[src/sv/scal_pkg.sv]
// Shared types and constants for the seconds-to-calendar converter.
package scal_pkg;

	localparam int SecsW = 31;
	localparam int DaysW = 15;
	localparam int TodW  = 17;

	// Day split: secs / 86400 == (secs >> 7) / 675, reciprocal exact for 24-bit operands
	localparam int           DayShiftIn = 7;
	localparam logic [24:0]  DayRecip   = 25'd25451659;
	localparam int           DayRecipSh = 34;
	localparam logic [16:0]  SecsPerDay = 17'd86400;

	// x / 15 for x below 2**15 (used for /60 after a shift by two)
	localparam logic [15:0]  Div15Recip = 16'd34953;
	localparam int           Div15Sh    = 19;

	// x / 7 for x below 2**15
	localparam logic [15:0]  Div7Recip  = 16'd37450;
	localparam int           Div7Sh     = 18;

	// Four-year cycles counted from 2004-01-01 (a leap year)
	localparam logic [15:0]  CycleRecip = 16'd45934;
	localparam int           CycleSh    = 26;
	localparam logic [10:0]  CycleDays  = 11'd1461;
	localparam logic [10:0]  CycleOfs   = 11'd1096;
	localparam logic [11:0]  BaseYear   = 12'd2004;

	typedef struct packed {
		logic [DaysW-1:0] days;
		logic [TodW-1:0]  tod;
	} split_t;

	typedef struct packed {
		logic [5:0] sec;
		logic [5:0] min;
		logic [4:0] hour;
		logic [2:0] wday;
	} clock_t;

	typedef struct packed {
		logic [4:0]  mday;
		logic [3:0]  month;
		logic [11:0] year;
	} date_t;

endpackage

[src/sv/scal_day_split.sv]
// Front pipeline: split a second count into whole days and second of day.
module scal_day_split (
	input  logic                       clk,
	input  logic                       arst_n,
	input  logic                       load,
	input  logic [scal_pkg::SecsW-1:0] seconds_count,
	output logic                       valid,
	output scal_pkg::split_t           split
);
	import scal_pkg::*;

	logic             valid_s1, valid_s2, valid_s3, valid_s4;
	logic [SecsW-1:0] secs_s1, secs_s2, secs_s3;
	logic [48:0]      prod_s2;
	logic [DaysW-1:0] days_s3, days_s4;
	logic [TodW-1:0]  tod_s4;
	logic [48:0]      prod_d;
	logic [SecsW-1:0] day_secs_d;

	assign prod_d     = 49'(secs_s1[SecsW-1:DayShiftIn]) * 49'(DayRecip);
	assign day_secs_d = SecsW'(32'(days_s3) * 32'(SecsPerDay));

	always_ff @(posedge clk or negedge arst_n) begin
		if (!arst_n) begin
			valid_s1 <= 1'b0;
			valid_s2 <= 1'b0;
			valid_s3 <= 1'b0;
			valid_s4 <= 1'b0;
		end else begin
			valid_s1 <= load;
			valid_s2 <= valid_s1;
			valid_s3 <= valid_s2;
			valid_s4 <= valid_s3;
		end
	end

	always_ff @(posedge clk) begin
		if (load) begin
			secs_s1 <= seconds_count;
		end
		secs_s2 <= secs_s1;
		prod_s2 <= prod_d;
		secs_s3 <= secs_s2;
		days_s3 <= prod_s2[DayRecipSh +: DaysW];
		days_s4 <= days_s3;
		tod_s4  <= TodW'(secs_s3 - day_secs_d);
	end

	assign valid      = valid_s4;
	assign split.days = days_s4;
	assign split.tod  = tod_s4;
endmodule

[src/sv/scal_clock.sv]
// Clock pipeline: second, minute, hour and weekday from the day split.
module scal_clock (
	input  logic             clk,
	input  scal_pkg::split_t split,
	output scal_pkg::clock_t clock
);
	import scal_pkg::*;

	logic [30:0]      minprod_s1, wkprod_s1;
	logic [TodW-1:0]  tod_s1;
	logic [DaysW-1:0] days_s1;
	logic [10:0]      mins_s2, mins_s3;
	logic [5:0]       sec_s2, sec_s3;
	logic [2:0]       wday_s2, wday_s3;
	logic [24:0]      hprod_s3;
	clock_t           out_s4, out_s5, out_s6;
	logic [10:0]      mins_d;
	logic [12:0]      wq_d;
	logic [4:0]       hour_d;

	assign mins_d = minprod_s1[Div15Sh +: 11];
	assign wq_d   = wkprod_s1[Div7Sh +: 13];
	assign hour_d = hprod_s3[Div15Sh +: 5];

	always_ff @(posedge clk) begin
		minprod_s1 <= 31'(split.tod[TodW-1:2]) * 31'(Div15Recip);
		wkprod_s1  <= 31'(split.days) * 31'(Div7Recip);
		tod_s1     <= split.tod;
		days_s1    <= split.days;

		mins_s2 <= mins_d;
		sec_s2  <= 6'(tod_s1 - 17'(mins_d) * 17'd60);
		wday_s2 <= 3'(days_s1 - 15'(wq_d) * 15'd7 + 15'd1);

		hprod_s3 <= 25'(mins_s2[10:2]) * 25'(Div15Recip);
		mins_s3  <= mins_s2;
		sec_s3   <= sec_s2;
		wday_s3  <= wday_s2;

		out_s4.sec  <= sec_s3;
		out_s4.min  <= 6'(mins_s3 - 11'(hour_d) * 11'd60);
		out_s4.hour <= hour_d;
		out_s4.wday <= wday_s3;

		// align with the date pipeline
		out_s5 <= out_s4;
		out_s6 <= out_s5;
	end

	assign clock = out_s6;
endmodule

[src/sv/scal_date.sv]
// Date pipeline: year, month and day of month from the whole-day count.
module scal_date (
	input  logic                       clk,
	input  logic                       arst_n,
	input  logic                       valid_in,
	input  logic [scal_pkg::DaysW-1:0] days,
	output logic                       valid,
	output scal_pkg::date_t            date
);
	import scal_pkg::*;

	logic        valid_s1, valid_s2, valid_s3, valid_s4, valid_s5, valid_s6;
	logic [14:0] e_s1, e_s2;
	logic [30:0] prod_s2;
	logic [4:0]  cyc_s3;
	logic [10:0] rem_s3;
	logic [8:0]  doy_s4, doy_s5;
	logic        leap_s4, leap_s5;
	logic [11:0] year_s4, year_s5;
	logic [3:0]  month_s5;
	date_t       out_s6;
	logic [4:0]  cyc_d;
	logic [1:0]  yic_d;
	logic [10:0] ystart_d;
	logic [3:0]  cnt_d;

	function automatic logic [8:0] month_start(input logic [3:0] idx, input logic leap);
		logic [8:0] s;
		case (idx)
			4'd0:    s = 9'd0;
			4'd1:    s = 9'd31;
			4'd2:    s = 9'd59;
			4'd3:    s = 9'd90;
			4'd4:    s = 9'd120;
			4'd5:    s = 9'd151;
			4'd6:    s = 9'd181;
			4'd7:    s = 9'd212;
			4'd8:    s = 9'd243;
			4'd9:    s = 9'd273;
			4'd10:   s = 9'd304;
			4'd11:   s = 9'd334;
			default: s = 9'd0;
		endcase
		if (leap && idx >= 4'd2) begin
			s = s + 9'd1;
		end
		return s;
	endfunction

	assign cyc_d = prod_s2[CycleSh +: 5];

	// year inside the four-year cycle; year zero is the leap year
	always_comb begin
		if (rem_s3 < 11'd366) begin
			yic_d    = 2'd0;
			ystart_d = 11'd0;
		end else if (rem_s3 < 11'd731) begin
			yic_d    = 2'd1;
			ystart_d = 11'd366;
		end else if (rem_s3 < CycleOfs) begin
			yic_d    = 2'd2;
			ystart_d = 11'd731;
		end else begin
			yic_d    = 2'd3;
			ystart_d = CycleOfs;
		end
	end

	// count month starts already passed, compared side by side
	always_comb begin
		cnt_d = 4'd0;
		for (int i = 1; i < 12; i++) begin
			if (doy_s4 >= month_start(4'(i), leap_s4)) begin
				cnt_d = cnt_d + 4'd1;
			end
		end
	end

	always_ff @(posedge clk or negedge arst_n) begin
		if (!arst_n) begin
			valid_s1 <= 1'b0;
			valid_s2 <= 1'b0;
			valid_s3 <= 1'b0;
			valid_s4 <= 1'b0;
			valid_s5 <= 1'b0;
			valid_s6 <= 1'b0;
		end else begin
			valid_s1 <= valid_in;
			valid_s2 <= valid_s1;
			valid_s3 <= valid_s2;
			valid_s4 <= valid_s3;
			valid_s5 <= valid_s4;
			valid_s6 <= valid_s5;
		end
	end

	always_ff @(posedge clk) begin
		e_s1    <= days + 15'(CycleOfs);
		e_s2    <= e_s1;
		prod_s2 <= 31'(e_s1) * 31'(CycleRecip);

		cyc_s3 <= cyc_d;
		rem_s3 <= 11'(e_s2 - 15'(cyc_d) * 15'(CycleDays));

		doy_s4  <= 9'(rem_s3 - ystart_d);
		leap_s4 <= (yic_d == 2'd0);
		year_s4 <= BaseYear + {5'd0, cyc_s3, 2'd0} + 12'(yic_d);

		doy_s5   <= doy_s4;
		leap_s5  <= leap_s4;
		year_s5  <= year_s4;
		month_s5 <= cnt_d + 4'd1;

		out_s6.mday  <= 5'(doy_s5 - month_start(month_s5 - 4'd1, leap_s5) + 9'd1);
		out_s6.month <= month_s5;
		out_s6.year  <= year_s5;
	end

	assign valid = valid_s6;
	assign date  = out_s6;
endmodule

[src/sv/seconds_to_calendar_split.sv]
// Top level of the seconds-to-calendar converter.
// Converts a count of seconds since 2007-01-01 00:00:00 into second, minute,
// hour, weekday (1 Monday .. 7 Sunday), day of month, month and year. The
// block is a ten-stage pipeline with no feedback: busy is always low, an item
// may be started in every cycle, and each item yields one result, shown for one
// cycle with done high. The depth is set by the chain of constant-reciprocal
// multiplies: four stages split the count into days and second of day (divide
// by 86400, then take the remainder), and six further stages run two branches
// side by side, one giving hour, minute, second and weekday, the other giving
// the four-year cycle, the year in it, the month and the day of month. Results
// leave in the order items entered; the receiver must take each result in its
// done cycle. Every 31-bit input maps to a valid date no later than 2075.
module seconds_to_calendar_split (
	input  logic                       clk,
	input  logic                       arst_n,
	input  logic                       start,
	output logic                       busy,
	input  logic [scal_pkg::SecsW-1:0] seconds_count,
	output logic                       done,
	output logic [5:0]                 second_of_minute,
	output logic [5:0]                 minute_of_hour,
	output logic [4:0]                 hour_of_day,
	output logic [2:0]                 week_day,
	output logic [4:0]                 month_day,
	output logic [3:0]                 month_number,
	output logic [11:0]                year_number
);
	import scal_pkg::*;

	logic   split_valid;
	split_t split;
	clock_t clock;
	date_t  date;

	// never hold off an item: every stage advances each cycle
	assign busy = 1'b0;

	scal_day_split u_split (
		.clk           (clk),
		.arst_n        (arst_n),
		.load          (start),
		.seconds_count (seconds_count),
		.valid         (split_valid),
		.split         (split)
	);

	scal_clock u_clock (
		.clk   (clk),
		.split (split),
		.clock (clock)
	);

	// the date branch carries the valid bit; the clock branch keeps step
	scal_date u_date (
		.clk      (clk),
		.arst_n   (arst_n),
		.valid_in (split_valid),
		.days     (split.days),
		.valid    (done),
		.date     (date)
	);

	assign second_of_minute = clock.sec;
	assign minute_of_hour   = clock.min;
	assign hour_of_day      = clock.hour;
	assign week_day         = clock.wday;
	assign month_day        = date.mday;
	assign month_number     = date.month;
	assign year_number      = date.year;
endmodule

[config.mk]
export PLATFORM = sky130hd
export DESIGN_NAME = seconds_to_calendar_split
export DESIGN_NICKNAME = d
export VERILOG_FILES = /design/src/sv/scal_pkg.sv /design/src/sv/scal_day_split.sv /design/src/sv/scal_clock.sv /design/src/sv/scal_date.sv /design/src/sv/seconds_to_calendar_split.sv
export SDC_FILE = /design/constraint.sdc
export NUM_CORES = 2
export LEC_CHECK = 0
export BUFFER_PORTS_ARGS = -buffer_cell sky130_fd_sc_hd__buf_2
export CAP_MARGIN = 20
export CORE_MARGIN = 2
export CORE_UTILIZATION = 50
export DETAILED_ROUTE_END_ITERATION = 8
export PLACE_DENSITY = 0.69
export SYNTH_ARGS = -nofsm -noshare
export SYNTH_HDL_FRONTEND = slang
export SYNTH_SLANG_ARGS = --single-unit
[constraint.sdc]
create_clock -name clk -period 6.9 [get_ports clk]
set_input_delay 0.345 -clock clk [delete_from_list [all_inputs] [get_ports clk]]
set_output_delay 0.345 -clock clk [all_outputs]
set_load 0.01 [all_outputs]
# --- After elaboration in Yosys (flattened, before gate mapping) ---
# Memories as Yosys holds them, arrays and structs flattened.
# Cells that the tools add are included.
totals:
  word_cells: 136
  rom_bits: 144
  register_bits: 496
  mem_count: 1
  in_bits: 34
mem_list:
  columns: ["memory", "depth", "word_bits", "rd", "rd_ports_with_merged_regs", "wr", "line", "source"]
  rows:
  - ["(name not given)", 16, 9, 1, 0, 0, "scal_date.sv:29", "case (idx)"]
classes:
  magnitude_cmp: 15
  n_addsub: 25
  n_mux: 28
  mul: 10
  n_reduce_logical: 2
op_table:
  columns: ["op", "n"]
  rows:
  - ["multiplier 15 x 15 -> 30 bit (second input constant)", 2]
  - ["multiplier 24 x 25 -> 49 bit (second input constant)", 1]
  - ["two-way mux 4 bit", 11]
  - ["adder 4 x 1 -> 4 bit (second input constant)", 10]
  - ["greater-or-equal comparator 9 x 8 -> 1 bit", 4]
  - ["multiplier 15 x 16 -> 30 bit (second input constant)", 1]
  - ["greater-or-equal comparator 9 bit", 3]
  - ["multiplier 9 x 16 -> 24 bit (second input constant)", 1]
  - ["greater-or-equal comparator 9 x 7 -> 1 bit", 2]
  - ["two-way mux 9 bit", 2]
  - ["subtractor 17 bit", 1]
  - ["adder 15 x 11 -> 15 bit (second input constant)", 1]
  - ["multiplier 15 x 10 -> 10 bit (second input constant)", 1]
  - ["multiplier 13 x 3 -> 3 bit (second input constant)", 1]
  - ["adder 11 x 7 -> 12 bit (first input constant)", 1]
  - ["adder 12 x 2 -> 12 bit", 1]
  - ["subtractor 6 bit", 2]
  - ["< comparator 11 x 10 -> 1 bit (second input constant)", 1]
  - ["< comparator 11 bit (second input constant)", 1]
  - ["< comparator 11 x 9 -> 1 bit (second input constant)", 1]
  - ["multiplier 11 x 4 -> 4 bit (second input constant)", 1]
  - ["multiplier 5 x 11 -> 11 bit (second input constant)", 1]
  - ["subtractor 11 bit", 1]
  - ["adder 5 x 1 -> 5 bit (second input constant)", 2]
  - ["17 further kinds", 27]

# --- Longest topological paths before layout ---
logic_depth:
  ltp_word: 23
  depth_mapped: 33

# --- Cells and area by module ---
# A second synthesis with hierarchy kept.
hier_totals:
  hier_cells: 2821
  hier_area_um2: 30762.0
by_module_without_submodules:
  columns: ["module", "instances", "cells_each", "area_each_um2"]
  rows:
  - ["scal_day_split", 1, 1190, 13088.8]
  - ["scal_date", 1, 949, 9889.5]
  - ["scal_clock", 1, 680, 7772.5]
  - ["seconds_to_calendar_split", 1, 2, 11.3]

# --- Worst setup path after synthesis ---
# No wires, ideal clock.
synth_timing:
  path_type: "register -> register"
  startpoint: "reg u_date.leap_s4"
  endpoint: "reg u_date.month_s5[2]"
  required_ns: 6.772
  setup_time_ns: 0.128
  stages_incl_launch_ff: 33
  synth_period_minus_slack_ns: 6.975
  n_path_buf: 0
  arrival_ns: 6.847
  path_slack_ns: -0.075
  path_cell_list: "dfxtp_1 -> inv_1 -> ha_1 -> nor2b_2 -> o31ai_1 -> a311o_1 -> ha_1 -> inv_1 -> a31o_2 -> and2_1 -> ha_1 -> o21bai_1 -> o31a_1 -> ha_1 -> mux2i_4 -> inv_1 -> ha_1 -> nand2_1 -> o21ai_0 -> ha_1 -> mux2i_1 -> a21oi_1 -> ha_1 -> a21o_2 -> ha_1 -> a22o_1 -> or2_1 -> ha_1 -> mux2_4 -> ha_1 -> mux2_2 -> ha_1 -> xor2_1"
synth_via:
  elab_chain_cells: 22
synth_lines:
  columns: ["element", "line", "source"]
  rows:
  - ["from (decl)", "scal_date.sv:18", "logic leap_s4, leap_s5;"]
  - ["from (signal assigned)", "scal_date.sv:106", "leap_s4 <= (yic_d == 2'd0);"]
  - ["two-way mux 3 bit", "scal_date.sv:44", "if (leap && idx >= 4'd2) begin"]
  - ["greater-or-equal comparator 9 x 6 -> 1 bit", "scal_date.sv:73", "if (doy_s4 >= month_start(4'(i), leap_s4)) begin"]
  - ["two-way mux 4 bit", "scal_date.sv:73", null]
  - ["adder 4 x 1 -> 4 bit", "scal_date.sv:74", "cnt_d = cnt_d + 4'd1;"]
  - ["two-way mux 4 bit", "scal_date.sv:73", null]
  - ["adder 4 x 1 -> 4 bit", "scal_date.sv:74", null]
  - ["two-way mux 4 bit", "scal_date.sv:73", null]
  - ["adder 4 x 1 -> 4 bit", "scal_date.sv:74", null]
  - ["(+6 left out)", null, null]
  - ["two-way mux 4 bit", "scal_date.sv:73", null]
  - ["adder 4 x 1 -> 4 bit", "scal_date.sv:74", null]
  - ["two-way mux 4 bit", "scal_date.sv:73", null]
  - ["adder 4 x 1 -> 4 bit", "scal_date.sv:74", null]
  - ["two-way mux 4 bit", "scal_date.sv:73", null]
  - ["adder 4 x 1 -> 4 bit", "scal_date.sv:74", null]
  - ["two-way mux 4 bit (*)", "scal_date.sv:73", null]
  - ["adder 4 x 1 -> 4 bit (*)", "scal_date.sv:112", "month_s5 <= cnt_d + 4'd1;"]
  - ["to (signal assigned)", "scal_date.sv:112", null]
  - ["to (decl)", "scal_date.sv:20", "logic [3:0] month_s5;"]
# Every way passes the cells marked *; elsewhere a longest branch is shown, timed or not.
# A chain may end at the register's enable or synchronous reset.

# --- Worst setup path after layout ---
# Ends and elaborated chain as after synthesis.

==> reports/metrics.cfg <==
[status]
outcome = finished clean

[synth]
synthArstFlopShare_pct = 2.71
syn_area_per_cell_um2 = 11.0
synth_area_leaders = ha_1 28%, fa_1 22%, dfxtp_1 22%
synth_warnings = 0
synth_ff_type = dfxtp_1
synth.ff_latch_count = 369
synth_edf_count = 31
synth_top_area_share_pct = 28.5
seq_area_frac_synth_pct = 25.6
syn_nets = 3820
syn-cell-area_um2 = 30300
syn_inst = 2761
netlist_top_cells_count = 689 x ha_1, 689 x inv_1, 336 x fa_1
synth_area_leader_cell = ha_1
synth_cell_types = 76

[clock_network]
cts.path.max_buffers = 3
root_buffer = clkbuf_16
tritoncts = yes
cts_made_buffers = 42
htree_levels = 2
cts_sinks = 369
clkLatencyLatePin_ns = 0.58
clk_pin_slew_ns = 0.06

[die]
fp.dieH_um = 250
start_util_pct = 50.4
ios = 77
coreArea_um2 = 60100
dieArea_um2 = 62600
die_width_um = 250
placementRows = 90

[detailed_routing]
postRouteAntennaNets = 0
drc = 0
drt-pass1-iter-count = 6
first_iter_violations = 671
wirelength_mm = 57.2
wl_per_cell_um = 15.1
avgViaCountPerCell = 4.94
vias = 18692

[grt]
gr-usage-all-layers_pct = 19.4
grt_pass1_vias = 20543
antenna_found_initial = 0
use_met3_pct = 2.23
busiest_layer = met2
grt_max_degree = 33
grt_overflow_total = 0
grt_first_pass_wirelength_mm = 98.8
use_met1_pct = 23.9
met2_usage_pct = 35.8

[critical_path]
cp_common_cell = ha_4
critPathTopFamily = adder cells
crit_path_end_kind = register
cp.required_ns = 7.34
crit_path_start_kind = register
critPathArrivalTime_ns = 7.24
cp_slowest_cell = a311o_1
path_buf_inv = 6
crit_type = reg -> reg
cpPeakStageDelay_ns = 0.40
crit_fanout = 4
r2r_slack_ns = 0.09

[worst_hold_path]
holdCritPathClass = in -> reg

[sta]
period_minus_slack_ns = 6.81
slew_headroom_pct = 37.2
period_share_pct = 98.6
tightestPinTransition_ns = 0.937
finalMaxSlewViolations = 0
finalSetupViolations = 0
skew_ns = 0.0262
rsz0062_at_grt = true
fmax_ghz = 0.147
hold_viol_final = 0

[placement]
hpwl_mm = 47.9
post-place-cells = 3648
port_buffers = 75
gp_congestion = 0.915

[cells_and_area]
finalNetCount = 4030
areaGrowthSynthToFinish_pct = 12.6
num_antenna_cells = 0
drive_gt1_share_pct = 8.80
stdcell_count = 3783

[run]
max-cap-violations = 0

==> registers in the layout, summed over array words and instances (netlist names), 15 cells and up <==
name and cells:
u_split.secs_s2 17, u_clock.out_s4 20, u_split.tod_s4 17, u_date.e_s1 15, u_split.secs_s3 17, u_split.secs_s1 31, u_clock.clock 20, u_date.date 21
u_clock.out_s5 20, u_split.days_s3 15, u_split.prod_s2 15, u_split.days_s4 15
==> cell type report <==
cell class / instances / area (µm²)
clock buffer: 52 / 1140
timing repair buffer: 176 / 1210
tap: 782 / 978
clock inverter: 22 / 333
fill: 5071 / 26000
multi-input combinational: 1693 / 20100
inverter: 689 / 2590
sequential: 369 / 7750
==> final timing paths <==
check / startpoint / cells past startpoint / to
max in group asynchronous: arst_n / 2 / u_split.valid_s1$_DFF_PN0_
min in group asynchronous: arst_n / 2 / u_split.valid_s2$_DFF_PN0_
worst max register to register: u_date.leap_s4$_DFF_P_ / 34 / u_date.month_s5[2]$_DFF_P_
worst min register to register: u_split.secs_s3[3]$_DFF_P_ / 0 / u_split.tod_s4[3]$_DFF_P_
worst min-delay path: seconds_count[15] / 1 / u_split.secs_s1[15]$_DFFE_PP_
worst max-delay path: u_date.leap_s4$_DFF_P_ / 34 / u_date.month_s5[2]$_DFF_P_
==> logic make-up (layout without fill, tap and decap cells) <==
logic type	Yosys count	in the layout	share of synthesized area, %
buf+inv	699	939	8.80
xor+xnor	149	149	4.47
fa+ha+maj	1025	1025	50.7
flops	369	369	25.6
other cells	1	1	0.0124
compound gates	295	295	6.51
mux	8	8	0.339
simple gates	215	215	3.62
==> metal layers <==
| layer | wire length [µm] | vias up |
|---|---|---|
| li1 | - | 9285 |
| met1 | 25200 | 9112 |
| met2 | 29400 | 203 |
| met3 | 1340 | 92 |
| met4 | 1310 | 0 |
| met5 | 0 | - |
==> what timing repair did <==
action | CTS | global route
pin swaps | 7 | 15
hold buffers | 30 | 0
hold endpoints to repair | 39 | 0
buffers inserted | 23 | 8
gates resized for setup | 13 | 27
setup endpoints to repair | 3 | 9
==> metrics by stage <==
stage / setup TNS [ns] / cell area [µm²] / setup WS [ns] / util [%] / hold slack [ns]
floorplan: 0 / 30300 / 0.0152 / - / 0.0494
global placement: -0.0234 / 31900 / -0.0234 / 53.0 / 0.197
detailed placement: -0.597 / 31900 / -0.291 / 53.0 / 0.209
CTS: 0 / 33900 / 0.00755 / 56.4 / 0.0149
global route: -0.136 / 34100 / -0.103 / 56.7 / 0.0175
finish: 0 / 34100 / 0.0943 / 56.7 / 0.0418
==> layout by cell type (no fill, tap or decap), drive strengths merged, types with 7 or more instances in the layout <==
cell type and count:
clkinv 7, a31oi 13, a211oi 9, inv 697
xnor2 105, nand4 14, clkbuf 52, fa 336
and2 10, dfrtp 10, o21a 12, buf 146
nand3 19, o21bai 21, o31ai 8, xor2 41
nand2b 12, nand2 46, a21o 64, nor3 15
nor2 51, and3 10, o21ai 40, edfxtp 31
a21oi 77, nor2b 17, dlygate4sd3 30, or2 7
dfxtp 328, ha 689
Power is not shown: default switching activity piles up to over one toggle a cycle in this logic, so the estimate is an artifact.
